## src/design/lkvc_pkg.sv

```systemverilog
`default_nettype none
// ----------------------------------------------------------------------------
// lkvc_pkg: shared definitions for the LRU key/value cache
// Default sizes, register layout, mode codes and the per-cell control word.
// ----------------------------------------------------------------------------
package lkvc_pkg;

  localparam int ENTRIES_DEF    = 16;
  localparam int KEY_BITS_DEF   = 16;
  localparam int VALUE_BITS_DEF = 32;

  localparam int              CAP_W     = 5;
  localparam logic [CAP_W-1:0] CAP_RESET = 5'd16;

  typedef enum logic {
    MODE_GET = 1'b0,
    MODE_PUT = 1'b1
  } mode_t;

  // control handed to each cell of the recency chain
  typedef struct packed {
    logic clear;   // drop the entry
    logic shift;   // take the upstream neighbor's entry
    logic limit;   // position lies below the capacity limit
  } cell_ctl_t;

endpackage : lkvc_pkg
`default_nettype wire

```

## src/design/lkvc_cell.sv

```systemverilog
`default_nettype none
// ----------------------------------------------------------------------------
// lkvc_cell: one position of the recency chain
// Holds a key, a value and a valid bit. Compares its key with the lookup
// key and, when told to shift, takes the entry of its upstream neighbor.
// ----------------------------------------------------------------------------
module lkvc_cell #(
  parameter int KEY_BITS   = lkvc_pkg::KEY_BITS_DEF,
  parameter int VALUE_BITS = lkvc_pkg::VALUE_BITS_DEF
) (
  input  wire logic                  clk,
  input  wire logic                  rst_n,
  input  wire lkvc_pkg::cell_ctl_t   ctl,
  input  wire logic [KEY_BITS-1:0]   lookup_key,
  input  wire logic [KEY_BITS-1:0]   up_key,
  input  wire logic [VALUE_BITS-1:0] up_value,
  input  wire logic                  up_valid,
  output logic [KEY_BITS-1:0]        key,
  output logic [VALUE_BITS-1:0]      value,
  output logic                       valid,
  output logic                       match
);

  logic [KEY_BITS-1:0]   key_r;
  logic [VALUE_BITS-1:0] value_r;
  logic                  valid_r, valid_nxt;

  always_comb begin
    valid_nxt = valid_r;
    if (ctl.clear) begin
      valid_nxt = 1'b0;
    end else if (ctl.shift) begin
      // an entry pushed past the capacity limit is the one evicted
      valid_nxt = up_valid & ctl.limit;
    end
  end

  always_ff @(posedge clk) begin
    if (!rst_n) begin
      valid_r <= 1'b0;
    end else begin
      valid_r <= valid_nxt;
    end
  end

  always_ff @(posedge clk) begin
    if (ctl.shift) begin
      key_r   <= up_key;
      value_r <= up_value;
    end
  end

  assign key   = key_r;
  assign value = value_r;
  assign valid = valid_r;
  assign match = valid_r && (key_r == lookup_key);

endmodule : lkvc_cell
`default_nettype wire

```

## src/design/lru_key_value_cache.sv

```systemverilog
`default_nettype none
// A get word shows on the output in the cycle after it is accepted.
// Throughput: one word per cycle while in_stall is low; the key match across the
// cell chain and the recency shift both complete in the accepting cycle.
// Input stalls only while a finished result waits on a stalled output.
// Reset (synchronous, rst_n low): store empty, capacity 16, output idle.
// ----------------------------------------------------------------------------
// lru_key_value_cache: fully associative key/value store, LRU replacement
// Entries sit in a chain ordered by recency, position 0 most recent. A hit
// or an insert moves the entry to the head and shifts the younger ones down.
// ----------------------------------------------------------------------------
module lru_key_value_cache #(
  parameter int ENTRIES    = lkvc_pkg::ENTRIES_DEF,
  parameter int KEY_BITS   = lkvc_pkg::KEY_BITS_DEF,
  parameter int VALUE_BITS = lkvc_pkg::VALUE_BITS_DEF
) (
  input  wire logic                         clk,
  input  wire logic                         rst_n,
  input  wire logic                         cfg_valid,
  output logic                              cfg_ready,
  input  wire logic [lkvc_pkg::CAP_W-1:0]   cfg_data,
  input  wire logic                         in_valid,
  output logic                              in_stall,
  input  wire logic                         in_mode,
  input  wire logic [KEY_BITS-1:0]          in_key,
  input  wire logic signed [VALUE_BITS-1:0] in_value,
  output logic                              out_valid,
  input  wire logic                         out_stall,
  output logic                              out_hit,
  output logic signed [VALUE_BITS-1:0]      out_read_value
);

  logic [lkvc_pkg::CAP_W-1:0] cap_r, cap_nxt;
  logic                       out_valid_r, out_valid_nxt;
  logic                       out_hit_r;
  logic [VALUE_BITS-1:0]      out_value_r;

  logic                  accept, cfg_wr, is_put, hit_any, insert;
  logic [ENTRIES-1:0]    match, at_or_above, cell_valid;
  logic [VALUE_BITS-1:0] hit_value, head_value;
  logic [KEY_BITS-1:0]   cell_key   [ENTRIES];
  logic [VALUE_BITS-1:0] cell_value [ENTRIES];
  lkvc_pkg::cell_ctl_t   ctl        [ENTRIES];

  assign cfg_ready = 1'b1;
  assign cfg_wr    = cfg_valid & cfg_ready;
  assign in_stall  = out_valid_r & out_stall;
  assign accept    = in_valid & ~in_stall;
  assign is_put    = (lkvc_pkg::mode_t'(in_mode) == lkvc_pkg::MODE_PUT);
  assign hit_any   = |match;
  assign insert    = accept & is_put & ~hit_any;

  // keys are unique among live entries, so the match vector is one-hot or zero
  always_comb begin
    hit_value = '0;
    for (int i = 0; i < ENTRIES; i++) begin
      hit_value = hit_value | ({VALUE_BITS{match[i]}} & cell_value[i]);
    end
  end

  assign head_value = is_put ? in_value : hit_value;

  genvar g;
  generate
    for (g = 0; g < ENTRIES; g++) begin : g_chain
      // a hit at or below this position pulls the younger entries down
      assign at_or_above[g] = |(match >> g);

      always_comb begin
        ctl[g].clear = cfg_wr;
        ctl[g].shift = insert | (accept & hit_any & at_or_above[g]);
        ctl[g].limit = (cap_r == '0) ? (g == 0) : (int'(cap_r) > g);
      end

      if (g == 0) begin : g_head
        lkvc_cell #(
          .KEY_BITS  (KEY_BITS),
          .VALUE_BITS(VALUE_BITS)
        ) u_cell (
          .clk       (clk),
          .rst_n     (rst_n),
          .ctl       (ctl[g]),
          .lookup_key(in_key),
          .up_key    (in_key),
          .up_value  (head_value),
          .up_valid  (1'b1),
          .key       (cell_key[g]),
          .value     (cell_value[g]),
          .valid     (cell_valid[g]),
          .match     (match[g])
        );
      end else begin : g_body
        lkvc_cell #(
          .KEY_BITS  (KEY_BITS),
          .VALUE_BITS(VALUE_BITS)
        ) u_cell (
          .clk       (clk),
          .rst_n     (rst_n),
          .ctl       (ctl[g]),
          .lookup_key(in_key),
          .up_key    (cell_key[g-1]),
          .up_value  (cell_value[g-1]),
          .up_valid  (cell_valid[g-1]),
          .key       (cell_key[g]),
          .value     (cell_value[g]),
          .valid     (cell_valid[g]),
          .match     (match[g])
        );
      end
    end
  endgenerate

  always_comb begin
    cap_nxt = cfg_wr ? cfg_data : cap_r;
    out_valid_nxt = out_valid_r & out_stall;
    if (accept && !is_put) begin
      out_valid_nxt = 1'b1;
    end
  end

  always_ff @(posedge clk) begin
    if (!rst_n) begin
      cap_r       <= lkvc_pkg::CAP_RESET;
      out_valid_r <= 1'b0;
    end else begin
      cap_r       <= cap_nxt;
      out_valid_r <= out_valid_nxt;
    end
  end

  always_ff @(posedge clk) begin
    if (accept && !is_put) begin
      out_hit_r   <= hit_any;
      out_value_r <= hit_any ? hit_value : '1;
    end
  end

  assign out_valid      = out_valid_r;
  assign out_hit        = out_hit_r;
  assign out_read_value = out_value_r;

  // live entries always form an unbroken run from the head
  a_valid_prefix: assert property (@(posedge clk) disable iff (!rst_n)
    ((cell_valid + 1'b1) & cell_valid) == '0)
    else $error("valid entries not contiguous from head");

  a_unique_key: assert property (@(posedge clk) disable iff (!rst_n)
    $onehot0(match))
    else $error("key matched in more than one entry");

  a_cfg_clears: assert property (@(posedge clk) disable iff (!rst_n)
    cfg_wr |=> (cell_valid == '0))
    else $error("store not empty after capacity write");

  a_get_result: assert property (@(posedge clk) disable iff (!rst_n)
    (accept && !is_put) |=> out_valid)
    else $error("accepted get gave no result");

endmodule : lru_key_value_cache
`default_nettype wire

```

## config.mk

```make
export PLATFORM = sky130hd
export DESIGN_NAME = lru_key_value_cache
export DESIGN_NICKNAME = d
export VERILOG_FILES = /design/src/design/lkvc_pkg.sv /design/src/design/lkvc_cell.sv /design/src/design/lru_key_value_cache.sv
export SDC_FILE = /design/constraint.sdc
export NUM_CORES = 1
export LEC_CHECK = 0
export BUFFER_PORTS_ARGS = -buffer_cell sky130_fd_sc_hd__buf_2
export CORE_ASPECT_RATIO = 1.75
export CORE_UTILIZATION = 25
export DETAILED_ROUTE_END_ITERATION = 10
export GPL_ROUTABILITY_DRIVEN = 0
export GPL_TIMING_DRIVEN = 0
export PLACE_DENSITY = 0.39
export SLEW_MARGIN = 20
export SYNTH_ARGS = -nofsm -noshare
export SYNTH_HDL_FRONTEND = slang
export SYNTH_SLANG_ARGS = --single-unit
```

## constraint.sdc

```tcl
create_clock -name clk -period 4.9 [get_ports clk]
set_input_delay 0.245 -clock clk [delete_from_list [all_inputs] [get_ports clk]]
set_output_delay 0.245 -clock clk [all_outputs]
set_load 0.05 [all_outputs]
```

Word level (Yosys, flattened, before mapping) --
Cells that the tools add are included. Widths: inputs -> output; s select.
Storage, ports and cells: output and inout bits 36, bits in registers 823, bits of input ports 59, word-level logic and storage cells 223, memory bits (read-only) 0, RAM bits 0, memories kept 0, bits in latches 0
Operators by class: $lt $le $gt $ge 16, reductions and logical operators 35, add/subtract/negate cells 0, equal/unequal tests 16, bitwise operators 86, $mul 0, shift operators 0, mux-type cells 18, div/mod/pow operators 0
Operator list (number):
- $and 32x32->32 | 16
- $or 32x32->32 | 15
- $eq 16x16->1 | 16
- $gt 5x4->1 const B | 8
- $and 1x1->1 | 36
- $mux 32 | 1
- $gt 5x3->1 const B | 4
- $logic_and 1x1->1 | 17
- $mux 1 | 17
- $or 1x1->1 | 16
- $reduce_or 16->1 | 1
- $reduce_or 15->1 | 1
- $reduce_or 14->1 | 1
- $reduce_or 13->1 | 1
- $reduce_or 12->1 | 1
- $reduce_or 11->1 | 1
- $gt 5x1->1 const B | 2
- $gt 5x2->1 const B | 2
- $reduce_or 10->1 | 1
- $reduce_or 9->1 | 1
- $reduce_or 8->1 | 1
- $reduce_or 7->1 | 1
- $reduce_or 6->1 | 1
- $logic_not 5->1 | 1
- 6 further kinds | 9

Depth between registers and ports, before layout --
depth in word-level cells 19, mapped depth 13

Hierarchy --
A second synthesis with hierarchy kept.
Unflattened totals: cell total of the unflattened synthesis 1765, area, all modules 31471.4 um^2
By module, submodules not included:
- lkvc_cell | sequential area each 1461.4 um^2, cells each 74, times used 16, area each 1662.8 um^2
- lru_key_value_cache | sequential area each 1111.1 um^2, cells each 581, times used 1, area each 4865.9 um^2

Worst setup path after synthesis --
Ideal clock, no wire load.
kind in2reg, start point input port in_key[0], end point register g_chain[9].g_body.u_cell.key_r[0] (enable), setup slack -0.252 ns, buffers on the path 3, stages 10, data required time 4.414 ns, arrival time 4.666 ns, cell sequence buf_4 -> xnor2_1 -> nand4_1 -> nor4_1 -> and3_1 -> buf_4 -> or4_4 -> nand4bb_4 -> buf_2 -> a31oi_1
RTL lines:
- start: declaration | RTL line lru_key_value_cache.sv:25 | input wire logic [KEY_BITS-1:0] in_key,
- end signal: assignment | RTL line lkvc_cell.sv:48 | key_r <= up_key;
- end: declaration | RTL line lkvc_cell.sv:24 | logic [KEY_BITS-1:0] key_r;

==> results.cfg <==
[synthesis]
synthCells = 1863
synth_compound_area_share_pct = 7.78
muxShareOfSynthArea_pct = 0.536
synthXorXnorAreaFrac_pct = 7.06
synth_nets = 1922
async_flop_share_pct = 0
synth_adder_area_share_pct = 0
synth_top_family_by_area = compound AO/OA/AOI/OAI gates
synth_edf_count = 801
yosys_warnings = 0
yosys.area_share.simple_pct = 5.48
seq_area_frac_synth_pct = 77.1
synthDistinctLibCells = 49
ys.flop_type = edfxtp_1
syn_area_mm2 = 0.0318
avgSynthCellArea_um2 = 17.0
synth_seq_cells = 823

[grt]
overflow = 0
grt_max_degree = 34
antenna_found_initial = 1
grt_pass1_wl_um = 164000
grt_pass1_vias = 19800
groute.usage.overall_pct = 18.5

[floorplan]
ioPinCount = 95
start_util_pct = 25.3
rows = 172
die_area_mm2 = 0.129
coreArea_mm2 = 0.126
fp.dieW_um = 271
die_height_um = 474

[final_layout]
syn_to_final_growth_pct = 22.3
register_area_mm2 = 0.0245
drive_gt1_share_pct = 16.8
diodes = 0
layout_common_cells = edfxtp_1 (801), xnor2_1 (182), a22oi_1 (134), buf_2 (116), clkbuf_16 (89)
layout_commonest_cell = edfxtp_1
nets = 2207
fillers = 12400
multi_input_area_mm2 = 0.00678

[worst_setup_path]
crit-reg2reg-launch = g_chain[7].g_body.u_cell.key[7]$_DFFE_PP_
critPathMostFrequentCell = buf_16
r2r_slack_ns = 0.15
crit_buf_inv = 9
cp-startpoint = in_key[3]
cp_max_fo = 16
critPathMaxStageDelay_ns = 0.70
critPathCapture = g_chain[14].g_body.u_cell.value[29]$_DFFE_PP_
r2r_end = g_chain[7].g_body.u_cell.key[12]$_DFFE_PP_
path_cells = dlygate4sd3_1 -> buf_2 -> buf_4 -> buf_6 -> xnor2_1 -> nand4_1 -> nor4_1 -> and3_1 -> clkbuf_1 -> nor4_4 -> nand4bb_4 -> o21ai_1 -> buf_4 -> a21oi_4 -> buf_16 -> buf_16 -> buf_16
reg2reg_depth = 10
start_kind = input pin
path_class = in2reg
worstPathRequired_ns = 5.29
critPathTopFamily = buffers and inverters
crit_arrival_ns = 5.18
cp_num_cells = 17
crit_path_end_kind = register
cp_slowest_cell = clkbuf_1

[timing]
min_period_over_period_pct = 97.8
grt_setup_unrepaired = no
finalCriticalPeriod_ns = 4.79
worstMarginPinSlew_ns = 1.18
clock.fmax_mhz = 209
setup_violations = 0
drv_slew = 0
final-hold-violation-count = 0
timing.final.ws_setup_ns = 0.106
max_slew_margin_pct = 21.6
skew_ns = 0.0450

[run_status]
status = completed

[routing]
initialDrtViolationCount = 1842
dr.pass1.iters = 5
viasPerCell = 4.90
wl_um = 120000
post-route-drc-count = 0
vias = 18900
wl_per_cell_um = 30.9
drt.antenna.violating_nets = 0

[clocking]
clkTransAtPathRegs_ns = 0.06
cts_buffers = 85
clkSinkCount = 823
clk_path_buf_depth = 3
cts_tree = built
cts-root-buf = clkbuf_16
htree_levels = 3
insertion_delay_ns = 0.69

[hold_path]
min_path_type = in2reg

[power_and_ir_drop]
power_mw = 15.5
vdd_ir_drop_max_mv = 0.248
power.density_mw_per_mm2 = 398
power.leakage_nw = 12.6

[place]
dpl_worst_slack_ns = -0.469
dp_hpwl_um = 83800
io_buffers = 92

[flow_run]
maxCapViolations = 0
logic make-up after synthesis:
family	after synthesis
flops	823
compound gates	322
buf+inv	113
xor+xnor	256
simple gates	331
other cells	1
mux	17
report_power, final:
| part | internal, mW | leakage, nW | switching, mW |
|---|---|---|---|
| Sequential | 8.03 | 7.62 | 0.160 |
| Clock | 3.55 | 1.29 | 2.88 |
| Combinational | 0.305 | 3.66 | 0.548 |
worst min path at each step:
stage	from	to	slack (ns)	cells past startpoint
detailed placement	g_chain[14].g_body.u_cell.value[8]$_DFFE_PP_	g_chain[15].g_body.u_cell.value[8]$_DFFE_PP_	0.44	0
floorplan	rst_n	cap_r[4]$_SDFFE_PN1P_	0.31	1
CTS	in_value[7]	g_chain[0].g_head.u_cell.value[7]$_DFFE_PP_	0.01	3
global route	in_value[5]	g_chain[0].g_head.u_cell.value[5]$_DFFE_PP_	0.05	3
finish	in_value[7]	g_chain[0].g_head.u_cell.value[7]$_DFFE_PP_	0.05	3
global placement	g_chain[12].g_body.u_cell.value[12]$_DFFE_PP_	g_chain[13].g_body.u_cell.value[12]$_DFFE_PP_	0.43	0
through the flow:
stage	util, %	std cells	hold slack [ns]	cell area [um^2]	TNS (ns)
after CTS	30.9	3871	0.0112	38900	0
after global routing	30.9	3870	0.0465	38800	0
after detailed placement	28.4	3659	0.435	35600	-55.19
after global placement	27.3	3608	0.431	34300	-3267.18
after floorplan	-	1863	0.307	31800	0
final	30.9	3870	0.0517	38800	0
cell type report:
type	count	area share (%)
Sequential cell	823	63.0
Multi-Input combinational cell	927	17.5
Clock buffer	114	5.97
Timing Repair Buffer	199	5.56
Tap cell	1653	5.32
Buffer	105	1.69
Clock inverter	42	0.860
Inverter	7	0.0870
flip-flops by register name, indices dropped and copies added (netlist names):
name / count
g_chain.g_body.u_cell.value: 480
g_chain.g_body.u_cell.key: 240
g_chain.g_head.u_cell.value: 32
out_read_value: 32
g_chain.g_head.u_cell.key: 16
g_chain.g_body.u_cell.valid: 15
cap_r: 5
g_chain.g_head.u_cell.valid: 1
out_hit: 1
out_valid: 1
cells in the mapped netlist (all sizes together) (2+ instances only):
library cell | number | area share, %
xor2 | 74 | 2.0
a22o | 61 | 1.7
nand2b | 3 | 0.059
o21a | 4 | 0.095
mux2i | 17 | 0.54
buf | 61 | 1.4
and2 | 2 | 0.039
or4 | 2 | 0.071
o21ai | 7 | 0.11
nand3 | 73 | 1.2
and3 | 6 | 0.12
nand4 | 42 | 0.83
nor3 | 13 | 0.22
a31oi | 2 | 0.059
a22oi | 134 | 3.2
edfxtp | 801 | 76
nor2 | 79 | 0.93
nand2 | 64 | 0.76
a221oi | 61 | 1.7
clkbuf | 45 | 0.53
o211ai | 5 | 0.12
xnor2 | 182 | 5.0
nor2b | 7 | 0.14
nand3b | 2 | 0.047
nor4 | 34 | 0.96
a21oi | 42 | 0.69
dfxtp | 22 | 1.4
inv | 7 | 0.083
worst min-delay path: cells and delay by family:
kind	cells	cell delay, ns
compound gates	1	0.11
buf+inv	1	0.10
simple gates	1	0.08
routing by layer:
metal | vias up | global-route usage [%] | share of wire, %
li1 | 7914 | - | -
met1 | 10000 | 20.7 | 36
met2 | 816 | 35.0 | 55
met3 | 185 | 2.58 | 5.4
met4 | 0 | 7.01 | 3.6
met5 | - | 0 | 0
repair_timing:
item,CTS,global route
buffers inserted,1,0
setup endpoints to repair,32,11
hold buffers,55,0
pin swaps,1,0
hold endpoints to repair,49,0
resized for setup,2,0
Note: power is estimated with default switching activity, not from simulation.
